[config.mk]
export PLATFORM = sky130hd
export DESIGN_NAME = page_bitmap_allocator
export DESIGN_NICKNAME = d
export VERILOG_FILES = /design/src/pba_pkg.sv /design/src/page_bitmap_allocator.sv /design/src/pba_cell.sv
export SDC_FILE = /design/constraint.sdc
export NUM_CORES = 1
export LEC_CHECK = 0
export BUFFER_PORTS_ARGS = -buffer_cell sky130_fd_sc_hd__buf_4
export CELL_PAD_IN_SITES_DETAIL_PLACEMENT = 1
export CELL_PAD_IN_SITES_GLOBAL_PLACEMENT = 1
export CORE_ASPECT_RATIO = 0.9
export CORE_UTILIZATION = 25
export DETAILED_ROUTE_END_ITERATION = 16
export GPL_TIMING_DRIVEN = 0
export PLACE_DENSITY_LB_ADDON = 0.1
export RECOVER_POWER = 25
export SETUP_SLACK_MARGIN = 0.1
export SYNTH_ARGS = -nofsm -noshare
export SYNTH_HDL_FRONTEND = slang
export SYNTH_SLANG_ARGS = --single-unit
[constraint.sdc]
create_clock -name clk -period 4.3 [get_ports clk]
set_clock_uncertainty 0.1 [all_clocks]
set_input_delay 0.86 -clock clk [delete_from_list [all_inputs] [get_ports clk]]
set_output_delay 0.86 -clock clk [all_outputs]
set_load 0.01 [all_outputs]
[src/pba_pkg.sv]
// Shared types, constants and helper functions for the page bitmap allocator.
package pba_pkg;

  localparam int CHUNK_COUNT     = 7;
  localparam int PAGES_PER_CHUNK = 16;
  localparam int MAX_RUN_ORDER   = 4;

  localparam int OP_W      = 1;
  localparam int ORDER_W   = 3;
  localparam int CHUNK_W   = 3;
  localparam int PAGE_W    = 4;
  localparam int STATUS_W  = 2;
  localparam int AVAIL_W   = 7;

  localparam int MAP_W       = PAGES_PER_CHUNK;
  localparam int LEN_W       = 8;
  localparam int TOTAL_PAGES = CHUNK_COUNT * PAGES_PER_CHUNK;
  localparam int COUNT_W     = $clog2(TOTAL_PAGES + 1);

  typedef enum logic [OP_W-1:0] {
    OP_ALLOC = 1'b0,
    OP_FREE  = 1'b1
  } op_t;

  typedef enum logic [STATUS_W-1:0] {
    ST_OK          = 2'd0,
    ST_NO_RUN      = 2'd1,
    ST_DOUBLE_FREE = 2'd2,
    ST_RANGE       = 2'd3
  } status_t;

  typedef struct packed {
    op_t                opcode;
    logic [ORDER_W-1:0] run_order;
    logic [CHUNK_W-1:0] chunk_index;
    logic [PAGE_W-1:0]  page_index;
  } req_t;

  typedef struct packed {
    status_t            status;
    logic [CHUNK_W-1:0] granted_chunk;
    logic [PAGE_W-1:0]  granted_page;
    logic [AVAIL_W-1:0] pages_available;
  } rsp_t;

  // Request token that walks the cell row, one cell per cycle.
  typedef struct packed {
    logic               vld;
    op_t                op;
    logic [ORDER_W-1:0] order;
    logic [CHUNK_W-1:0] chunk;
    logic [PAGE_W-1:0]  page;
    status_t            status;
    logic               found;
    logic [CHUNK_W-1:0] g_chunk;
    logic [PAGE_W-1:0]  g_page;
  } tok_t;

  function automatic logic [LEN_W-1:0] run_len(input logic [ORDER_W-1:0] order);
    return LEN_W'(1) << order;
  endfunction

  function automatic logic [MAP_W-1:0] run_mask(input logic [ORDER_W-1:0] order);
    logic [MAP_W-1:0] m;
    for (int i = 0; i < MAP_W; i++) begin
      m[i] = (LEN_W'(i) < run_len(order));
    end
    return m;
  endfunction

endpackage

[src/page_bitmap_allocator.sv]
// Top level of the page bitmap allocator: entry checks, cell row, result path.
//
// Usage: a request beat on req (req_valid/req_stall) asks to allocate or free
// a run of 2^run_order contiguous pages. Each request yields exactly one
// response beat on rsp (rsp_valid/rsp_stall) with status, granted chunk and
// page, and the free-page count after the request.
// Inside, a row of CHUNK_COUNT cells each holds one chunk's free bitmap. The
// request travels as a token one cell per cycle; on allocate the first cell
// with a fully free window claims it, on free the addressed cell checks for a
// double free and sets the run free again. Range checks happen at entry.
// A request passes through the cell registers, the pending stage and the output
// register before its response is valid. Only one request is in flight; the
// next is taken once the result has left the pending stage.
// Reset (rst, synchronous) marks every page free and sets the count to the
// total page count. When the receiver stalls, the response holds in the output
// register and one more finished result can wait in the pending stage; req_stall
// stays high until that stage drains.
module page_bitmap_allocator import pba_pkg::*; (
  input  logic clk,
  input  logic rst,
  input  logic req_valid,
  output logic req_stall,
  input  req_t req,
  output logic rsp_valid,
  input  logic rsp_stall,
  output rsp_t rsp
);

  tok_t tok [0:CHUNK_COUNT];
  tok_t tok_head;

  logic [CHUNK_COUNT:1] tok_vld;
  logic                 busy;
  logic                 accept;
  logic [LEN_W-1:0]     req_len;
  logic                 order_bad;
  logic                 span_bad;

  logic [COUNT_W-1:0]   count;
  logic [COUNT_W-1:0]   count_next;
  logic [LEN_W-1:0]     fin_len;
  status_t              fin_status;

  rsp_t                 pend;
  rsp_t                 pend_next;
  logic                 pend_valid;
  logic                 pend_move;

  // Entry: range checks and token build.
  always_comb begin
    req_len   = run_len(req.run_order);
    order_bad = (req.run_order > ORDER_W'(MAX_RUN_ORDER)) ||
                (req_len > LEN_W'(PAGES_PER_CHUNK));
    span_bad  = ({1'b0, req.chunk_index} >= (CHUNK_W + 1)'(CHUNK_COUNT)) ||
                ((LEN_W + 1)'(req.page_index) + (LEN_W + 1)'(req_len) >
                 (LEN_W + 1)'(PAGES_PER_CHUNK));
    tok_head.vld     = accept;
    tok_head.op      = req.opcode;
    tok_head.order   = req.run_order;
    tok_head.chunk   = req.chunk_index;
    tok_head.page    = req.page_index;
    tok_head.status  = (order_bad || (req.opcode == OP_FREE && span_bad)) ? ST_RANGE : ST_OK;
    tok_head.found   = 1'b0;
    tok_head.g_chunk = '0;
    tok_head.g_page  = '0;
  end

  assign tok[0] = tok_head;

  for (genvar i = 0; i < CHUNK_COUNT; i++) begin : g_cell
    pba_cell u_cell (
      .clk     (clk),
      .rst     (rst),
      .cell_id (CHUNK_W'(i)),
      .tok_in  (tok[i]),
      .tok_out (tok[i+1])
    );
  end

  always_comb begin
    for (int i = 1; i <= CHUNK_COUNT; i++) begin
      tok_vld[i] = tok[i].vld;
    end
  end

  // Hold off new requests while a token walks the row or a result waits.
  assign busy      = (|tok_vld[CHUNK_COUNT:1]) || pend_valid;
  assign req_stall = busy;
  assign accept    = req_valid && !busy;

  // Exit: settle status, move the count, build the response.
  always_comb begin
    fin_len    = run_len(tok[CHUNK_COUNT].order);
    fin_status = tok[CHUNK_COUNT].status;
    if (tok[CHUNK_COUNT].op == OP_ALLOC && fin_status == ST_OK && !tok[CHUNK_COUNT].found) begin
      fin_status = ST_NO_RUN;
    end
    count_next = count;
    if (tok[CHUNK_COUNT].vld && fin_status == ST_OK) begin
      if (tok[CHUNK_COUNT].op == OP_ALLOC) begin
        count_next = count - COUNT_W'(fin_len);
      end else begin
        count_next = count + COUNT_W'(fin_len);
      end
    end
    pend_next.status          = fin_status;
    pend_next.granted_chunk   = (fin_status == ST_OK) ? tok[CHUNK_COUNT].g_chunk : '0;
    pend_next.granted_page    = (fin_status == ST_OK) ? tok[CHUNK_COUNT].g_page : '0;
    pend_next.pages_available = AVAIL_W'(count_next);
  end

  assign pend_move = pend_valid && (!rsp_valid || !rsp_stall);

  always_ff @(posedge clk) begin
    if (rst) begin
      count      <= COUNT_W'(TOTAL_PAGES);
      pend_valid <= 1'b0;
      rsp_valid  <= 1'b0;
    end else begin
      count <= count_next;
      if (tok[CHUNK_COUNT].vld) begin
        pend_valid <= 1'b1;
      end else if (pend_move) begin
        pend_valid <= 1'b0;
      end
      if (pend_move) begin
        rsp_valid <= 1'b1;
      end else if (!rsp_stall) begin
        rsp_valid <= 1'b0;
      end
    end
    if (tok[CHUNK_COUNT].vld) begin
      pend <= pend_next;
    end
    if (pend_move) begin
      rsp <= pend;
    end
  end

`ifndef ASSERT_OFF
  a_count_bound: assert property (@(posedge clk) disable iff (rst)
    count <= COUNT_W'(TOTAL_PAGES))
    else $error("free page count above total");

  a_one_in_flight: assert property (@(posedge clk) disable iff (rst)
    $onehot0({tok_vld[CHUNK_COUNT:1], pend_valid}))
    else $error("more than one request in flight");

  a_accept_busy: assert property (@(posedge clk) disable iff (rst)
    accept |=> busy)
    else $error("accepted request not tracked");

  a_fail_zero: assert property (@(posedge clk) disable iff (rst)
    rsp_valid && rsp.status != ST_OK |-> rsp.granted_chunk == '0 && rsp.granted_page == '0)
    else $error("failed request carries a grant");

  a_grant_chunk: assert property (@(posedge clk) disable iff (rst)
    pend_valid |-> ({1'b0, pend.granted_chunk} < (CHUNK_W + 1)'(CHUNK_COUNT)))
    else $error("granted chunk out of range");
`endif

endmodule

[src/pba_cell.sv]
// One chunk cell: holds the chunk's free bitmap and serves the passing token.
module pba_cell import pba_pkg::*; (
  input  logic               clk,
  input  logic               rst,
  input  logic [CHUNK_W-1:0] cell_id,
  input  tok_t               tok_in,
  output tok_t               tok_out
);

  logic [MAP_W-1:0] map;
  logic [MAP_W-1:0] map_next;
  tok_t             tok_next;

  logic [MAP_W-1:0] run;
  logic [LEN_W-1:0] len;
  logic [MAP_W-1:0] win_ok;
  logic [MAP_W-1:0] free_win;
  logic [MAP_W-1:0] alloc_win;
  logic [PAGE_W-1:0] sel_off;
  logic             any_ok;
  logic             live;

  always_comb begin
    run  = run_mask(tok_in.order);
    len  = run_len(tok_in.order);
    live = tok_in.vld && (tok_in.status == ST_OK);
    for (int off = 0; off < MAP_W; off++) begin
      win_ok[off] = ((LEN_W + 1)'(off) + (LEN_W + 1)'(len) <= (LEN_W + 1)'(MAP_W)) &&
                    ((map & (run << off)) == (run << off));
    end
    // Lowest fitting window wins.
    sel_off = '0;
    for (int off = MAP_W - 1; off >= 0; off--) begin
      if (win_ok[off]) begin
        sel_off = PAGE_W'(off);
      end
    end
    any_ok    = |win_ok;
    alloc_win = run << sel_off;
    free_win  = run << tok_in.page;

    tok_next = tok_in;
    map_next = map;
    if (live && tok_in.op == OP_ALLOC && !tok_in.found && any_ok) begin
      map_next         = map & ~alloc_win;
      tok_next.found   = 1'b1;
      tok_next.g_chunk = cell_id;
      tok_next.g_page  = sel_off;
    end else if (live && tok_in.op == OP_FREE && tok_in.chunk == cell_id) begin
      if ((map & free_win) != '0) begin
        tok_next.status = ST_DOUBLE_FREE;
      end else begin
        map_next = map | free_win;
      end
    end
  end

  always_ff @(posedge clk) begin
    if (rst) begin
      map         <= '1;
      tok_out.vld <= 1'b0;
    end else begin
      map         <= map_next;
      tok_out.vld <= tok_next.vld;
    end
    tok_out.op      <= tok_next.op;
    tok_out.order   <= tok_next.order;
    tok_out.chunk   <= tok_next.chunk;
    tok_out.page    <= tok_next.page;
    tok_out.status  <= tok_next.status;
    tok_out.found   <= tok_next.found;
    tok_out.g_chunk <= tok_next.g_chunk;
    tok_out.g_page  <= tok_next.g_page;
  end

endmodule

==> results of run 1 <==
report_power, final:
group	internal, mW	leakage (nW)	switching, mW
Combinational	0.769	7.74	1.33
Clock	1.95	0.604	1.31
Sequential	2.85	2.43	0.108
Total	5.57	10.8	2.75
Yosys cell counts, types with 40 or more instances:
master	count	area share
nand3_1	59	0.013
a211oi_1	71	0.024
nor2_1	232	0.039
and2_1	81	0.022
buf_2	57	0.013
nor3_1	85	0.019
inv_1	111	0.018
nand2_1	215	0.036
nand2b_1	53	0.015
a21o_1	54	0.018
o21ai_0	230	0.051
clkbuf_1	156	0.026
a21oi_1	273	0.061
o211ai_1	40	0.013
a31oi_1	58	0.016
nor2b_1	57	0.016
dfxtp_1	261	0.23
sequential cells by signal, summed over array words and instances, names as in the netlist:
name and flops:
g_cell.u_cell.tok_out 140, count 7, pend 16, g_cell.u_cell.map 112, rsp 16, pend_valid 1
rsp_valid 1
worst paths after layout:
path                                                 to                                  from  cells after the start  slack (ns)
hold reg to reg    g_cell[3].u_cell.tok_out[16]$_DFF_P_  g_cell[2].u_cell.tok_out[16]$_DFF_P_                      0        0.23
setup / recovery   g_cell[0].u_cell.map[8]$_SDFFE_PP1P_                                req[9]                     19        0.16
hold / removal     g_cell[3].u_cell.tok_out[16]$_DFF_P_  g_cell[2].u_cell.tok_out[16]$_DFF_P_                      0        0.23
setup reg to reg  g_cell[1].u_cell.map[13]$_SDFFE_PP1P_  g_cell[0].u_cell.tok_out[19]$_DFF_P_                     18        0.19
per-layer routing:
layer	wire, um	share of wire	global-route usage	vias up
met5	0	0	0	-
li1	-	-	-	11641
met2	50400	0.46	0.3791	925
met4	3025	0.027	0.07077	0
met1	51150	0.46	0.3171	12711
met3	5817	0.053	0.03016	170
worst reg2reg max path, cell delays in order (launching register included):
cell and delay [ns]:
dfxtp_1 0.37, buf_8 0.13, buf_8 0.12, inv_6 0.06
buf_8 0.13, buf_12 0.13, nor3_4 0.28, ha_4 0.20
and4b_2 0.31, a21oi_4 0.06, or4_4 0.51, a21oi_2 0.14
a211oi_2 0.06, buf_4 0.16, o31ai_4 0.35, nor3_2 0.10
o31ai_2 0.32, a31oi_1 0.15, or3_1 0.35
stage by stage:
step / worst slack, ns / setup TNS, ns / cells / hold slack (ns) / power [mW]
2_1_floorplan: 0.1043 / 0 / 2986 / 0.2224 / 4.139
3_3_place_gp: -1.429 / -104.22 / 4184 / 0.2378 / 4.732
3_5_place_dp: -1.432 / -105.81 / 4185 / 0.2422 / 4.744
4_1_cts: 0.08970 / 0 / 4296 / 0.2346 / 8.245
5_1_grt: 0.04161 / 0 / 4341 / 0.2553 / 8.677
6_report: 0.1641 / 0 / 4341 / 0.2345 / 8.318
logic make-up (layout without fill, tap and decap cells):
| logic type | count (synthesis) | after routing | share of synthesized area |
|---|---|---|---|
| AOI/OAI and AO/OA | 1256 | 1256 | 0.3879 |
| xor gates and xnor gates | 8 | 8 | 0.003107 |
| and+or+nand+nor | 990 | 990 | 0.2278 |
| muxes | 23 | 23 | 0.01132 |
| DFF | 293 | 293 | 0.2743 |
| buffers and inverters | 373 | 562 | 0.07322 |
| adders and majority gates | 43 | 43 | 0.02241 |
area by class of cell:
cell class,count,area [sq um]
fill,10632,61540
multi-input combinational,2320,15720
sequential,293,6220
buffer,257,1804
tap,1166,1459
timing repair buffer,125,963.4
clock buffer,42,943.4
inverter,116,444.2
clock inverter,22,301.5
repair_timing:
item / CTS / global route
gates cloned: 0 / 3
setup buffers: 47 / 41
pin swaps: 38 / 46
resized for setup: 265 / 184
setup endpoints to repair: 134 / 102
==> results.txt, run 1 <==
Max cap viols: 0
CTS Hold Bufs: 0
Die H: 287.0 um
Clock transition at path regs: 0.06 ns
Fin util: 0.3116
CP max stage delay: 0.35 ns
Synth Register Bits: 293
Via count: 25447
Drt pass-1 iters: 6
Initial Util: 0.2523
RSZ-0062 raised after global routing: yes
Core footprint: 89400 sq um
Crit path max fanout: 10
Crit-path cells: buf_6 -> buf_12 -> buf_8 -> buf_12 -> buf_8 -> buf_12 -> nor2_4 -> ha_4 -> nand4b_1 -> or2_2 -> a2111oi_4 -> buf_4 -> a21o_1 -> o221ai_2 -> a22oi_2 -> a21oi_2 -> a22o_1 -> or2_0 -> a31o_1
Max stage delay cell, worst path: or2_2
Ys Warns: 0
Number of synthesized flops with an enable pin: 32
Fin. Hold Viols: 0
I/O pin total: 33
Vias per Instance: 5.862
RD Place Congestion: 0.8958
CTS sink count: 293
CTS Root Cell: clkbuf_16
Wire length per cell: 25.43 um
H-tree levels: 2
Vias in the first global route: 25754
Most common cell after layout, fill and taps aside: a21oi_1
Post-route ant nets: 0
Critical path launch point type: input pin
WL final: 110400 um
Area of the die: 91430 sq um
Slew Limit Fails: 0
# diodes: 0
Worst-skew pair later-pin latency: 0.55 ns
Chip width: 318.6 um
CTS tree: yes
Area after DPL: 24330 sq um
Sequential-to-total area share from yosys stat: 0.2743
VDD IR max: 250.1 uV
Fmax: 241.8 MHz
Period minus WS final: 4.136 ns
GR Overflow Total: 0
Hold Crit Class: reg -> reg
Worst EP required: 4.62 ns
Final Cycle Share: 0.9618
Mapped Nets: 3025
Number of buffers created by CTS: 36
Final setup viols: 0
Largest net degree at the start of global routing: 20
Synth Instances: 2986
Post-Syn Area: 22560 sq um
CP Data Arrival Time: 4.45 ns
PD cells: 298.7 nW/um^2
Final instance area: 27850 sq um
Slew margin rel.: 0.09914
Final HPWL DP: 82370 um
Crit path top cell by count: buf_12
Longest Clk Path Bufs: 3
Most frequent cells in the layout: a21oi_1, dfxtp_1, o21ai_0
Row cnt: 104
Setup Crit Path Kind: in -> reg
Worst-Margin Slew: 1.351 ns
Fin nets: 3188
DRC: 0
Initial antenna violation count: 3
Async set-reset flop share out of synthesis: 0
Outcome: completed
GRT Util Overall: 0.2322
Crit. End Element: flip-flop
Worst Path Buf+Inv: 7
First-pass GRT wire length: 165400 um
Most used DFF post-synth: dfxtp_1
Area growth from synthesis to layout: 23.48%
P_leak: 10.78 nW
Post-synth cell types: 116
Drt initial violations: 2024
Average size of a mapped cell: 7.554 sq um
Number of I/O port buffers: 32
Share of layout cells above drive strength 1: 0.1839
Largest delay contributor family on the critical path: compound AO/OA/AOI/OAI gates
Note: power is estimated with default switching activity, not from simulation.
==> run 2: changes to the inputs <==
--- a/config.mk
+++ b/config.mk
@@ -5,6 +5,7 @@
 export SDC_FILE = /design/constraint.sdc
 export NUM_CORES = 1
 export LEC_CHECK = 0
+export ABC_AREA = 1
 export BUFFER_PORTS_ARGS = -buffer_cell sky130_fd_sc_hd__buf_4
 export CELL_PAD_IN_SITES_DETAIL_PLACEMENT = 1
 export CELL_PAD_IN_SITES_GLOBAL_PLACEMENT = 1
==> results.txt, run 2 <==
Number of I/O port buffers: 31 (-3.1%)
Setup Crit Path Kind: reg -> reg
I/O pin total: 33 (unchanged)
Post-route ant nets: 0 (unchanged)
Max cap viols: 0 (unchanged)
Sequential-to-total area share from yosys stat: 0.2862 (+0.01196)
P_leak: 11.96 nW (+11%)
Clock transition at path regs: 0.06 ns (about the same)
Reg2reg end: g_cell[3].u_cell.map[7]$_SDFFE_PP1P_
Crit path max fanout: 10 (unchanged)
RSZ-0062 raised after global routing: yes
Synth area leaders: dfxtp_1, nand2_1, inv_1, o21ai_0, nor2_1
PD cells: 316.1 nW/um^2 (+5.8%)
Slew margin rel.: 0.1042 (+0.005076)
GRT Util Overall: 0.2224 (-0.009835)
Drt initial violations: 1627 (-20%)
DRC: 0 (unchanged)
Crit-path cells: nand2_1 -> nand2_1 -> buf_2 -> o21ai_1 -> o211ai_1 -> nor2_1 -> nor3_1 -> nand2_1 -> nand2_1 -> nand2_1 -> buf_2 -> buf_2 -> o21ai_0 -> nand3_1 -> nand3_1
Area growth from synthesis to layout: 14.85%
Ys Warns: 0 (unchanged)
Vias per Instance: 5.028 (-14%)
Drt pass-1 iters: 5 (-1)
Share of layout cells above drive strength 1: 0.09515 (-0.08879)
Longest Clk Path Bufs: 3 (unchanged)
Number of buffers created by CTS: 38 (+5.6%)
Worst EP required: 4.68 ns (+0.06 ns)
Core footprint: 84920 sq um (-5.0%)
Outcome: completed
Most frequent cells after synthesis: nand2_1, inv_1, nor2_1, o21ai_0
Period minus WS final: 3.990 ns (-0.1456 ns)
GR Overflow Total: 0 (unchanged)
Vias in the first global route: 24156 (-6.2%)
Crit path top cell by count: nand2_1
WHS: 0.2496 ns (+0.01505 ns)
Critical path launch point type: flip-flop
Final Cycle Share: 0.9280 (-0.03386)
Cell with the most instances after synthesis: nand2_1
Fin nets: 3659 (+15%)
Post-Syn Area: 21610 sq um (-4.2%)
Most common cell after layout, fill and taps aside: nand2_1
Die H: 280.9 um (-2.1%)
VDD IR max: 241.6 uV (-3.4%)
CTS sink count: 293 (unchanged)
Min-delay src: g_cell[4].u_cell.tok_out[16]$_DFF_P_
Most frequent cells in the layout: nand2_1, inv_1, nor2_1
PnR Total Power: 7.847 mW (-5.7%)
Largest register FFs: 140 (unchanged)
Synth Instances: 3540 (+19%)
Worst-skew pair later-pin latency: 0.58 ns (+0.03 ns)
WL final: 99140 um (-10%)
Worst min-delay path endpoint: g_cell[5].u_cell.tok_out[16]$_DFF_P_
Regs by FF count: g_cell.u_cell.tok_out: 140 flops, g_cell.u_cell.map: 112 flops
Area of the die: 87640 sq um (-4.1%)
Average size of a mapped cell: 6.105 sq um (-19%)
Final HPWL DP: 78520 um (-4.7%)
Worst Path Buf+Inv: 3 (-4)
CTS Hold Bufs: 0 (unchanged)
Post-synth top area cell: dfxtp_1
Row cnt: 101 (-2.9%)
CP max stage delay: 0.63 ns (+0.28 ns)
Hold path cells: 0 (unchanged)
Mapped Nets: 3579 (+18%)
Via count: 24041 (-5.5%)
H-tree levels: 2 (unchanged)
Initial antenna violation count: 4 (+1)
Top cell type's share of synthesized area: 0.2418 (+0.01010)
RD Place Congestion: 0.8588 (-4.1%)
Synth Register Bits: 293 (unchanged)
Hold Crit Class: reg -> reg
Largest delay contributor family on the critical path: simple AND/OR/NAND/NOR gates
Post-synth cell types: 70 (-40%)
Top reg by flops: g_cell.u_cell.tok_out
Slew Limit Fails: 0 (unchanged)
Final TNS setup: 0 ns (unchanged)
Fmax: 250.6 MHz (+3.6%)
Async set-reset flop share out of synthesis: 0 (unchanged)
Reg-to-Reg Start: g_cell[2].u_cell.tok_out[17]$_DFF_P_
CP Data Arrival Time: 4.37 ns (-0.08 ns)
CTS tree: yes
Number of synthesized flops with an enable pin: 32 (unchanged)
Largest net degree at the start of global routing: 18 (-10%)
Crit. End Element: flip-flop
Chip width: 311.9 um (-2.1%)
First-pass GRT wire length: 151400 um (-8.5%)
R2r worst-path depth: 15 (-3)
Final setup viols: 0 (unchanged)
Worst-Margin Slew: 1.344 ns (-0.007613 ns)
Most used DFF post-synth: dfxtp_1
Initial Util: 0.2545 (+0.002199)
R2R setup slack: 0.31 ns (+0.12 ns)
CTS Root Cell: clkbuf_16
Max stage delay cell, worst path: dfxtp_1
Wire length per cell: 20.74 um (-18%)
Fin. Hold Viols: 0 (unchanged)
-- run 2: routing by layer --
layer	wire length, um	global-route usage
met1	50450	0.3226
met2	43550	0.3548
met3	3255	0.01830
met4	1883	0.04927
met5	0	0
-- run 2: worst max-delay path by stage --
stage	startpoint	end	slack (ns)	depth (start not counted)
floorplan	req[8]	g_cell[0].u_cell.map[0]$_SDFFE_PP1P_	0.56	21
global placement	req[8]	g_cell[0].u_cell.map[0]$_SDFFE_PP1P_	-0.68	22
detailed placement	req[9]	g_cell[0].u_cell.map[12]$_SDFFE_PP1P_	-0.62	22
CTS	g_cell[0].u_cell.tok_out[18]$_DFF_P_	g_cell[1].u_cell.map[14]$_SDFFE_PP1P_	0.11	25
global route	g_cell[5].u_cell.tok_out[19]$_DFF_P_	g_cell[6].u_cell.map[2]$_SDFFE_PP1P_	0.04	30
finish	g_cell[2].u_cell.tok_out[17]$_DFF_P_	g_cell[3].u_cell.map[7]$_SDFFE_PP1P_	0.31	15
-- run 2: worst register-to-register path: cells and delay by family, from the launching register on --
kind / cells / cell delay [ns]
compound gates: 3 / 0.63
simple gates: 9 / 1.84
buf+inv: 3 / 0.71
flops: 1 / 0.63
-- run 2: power by group --
part	total [mW]	internal [mW]	switching, mW
sequential	2.95	2.85	0.103
combinational	1.57	0.451	1.12
clock	3.32	1.95	1.37
-- run 2: stage by stage --
step	cells	worst slack (ns)	utilization	instance area [sq um]
floorplan	3540	0.5648	-	21610
global placement	4704	-0.6793	0.2739	23260
global route	4780	0.03734	0.2923	24820
CTS	4772	0.1080	0.2895	24580
finish	4781	0.3097	0.2923	24820
detailed placement	4704	-0.6189	0.2739	23260
-- run 2: layout make-up --
cell class / instances / area (sq um)
Fill cell: 11068 / 60100
Tap cell: 1133 / 1418
Multi-Input combinational cell: 2630 / 13060
Clock buffer: 45 / 1017
Inverter: 494 / 1864
Clock inverter: 22 / 266.5
Buffer: 123 / 713.2
Sequential cell: 293 / 6196
Timing Repair Buffer: 40 / 282.8
Antenna cell: 1 / 2.502
-- run 2: cells by family (layout without fill, tap and decap cells) --
logic type	count (synthesis)	count (layout)	share of synthesized area
and+or+nand+nor	1791	1791	0.3582
AOI/OAI and AO/OA	805	805	0.2202
buffers and inverters	617	724	0.1168
DFF	293	293	0.2862
adders and majority gates	24	24	0.01459
xor gates and xnor gates	9	9	0.003647
muxes	1	1	0.0004631
other	0	1	0
-- run 2: repair_timing --
item,in CTS,in global routing
pin swaps,1,5
gates resized for setup,14,71
setup endpoints to repair,59,105
buffers inserted,1,8
cloned,0,0
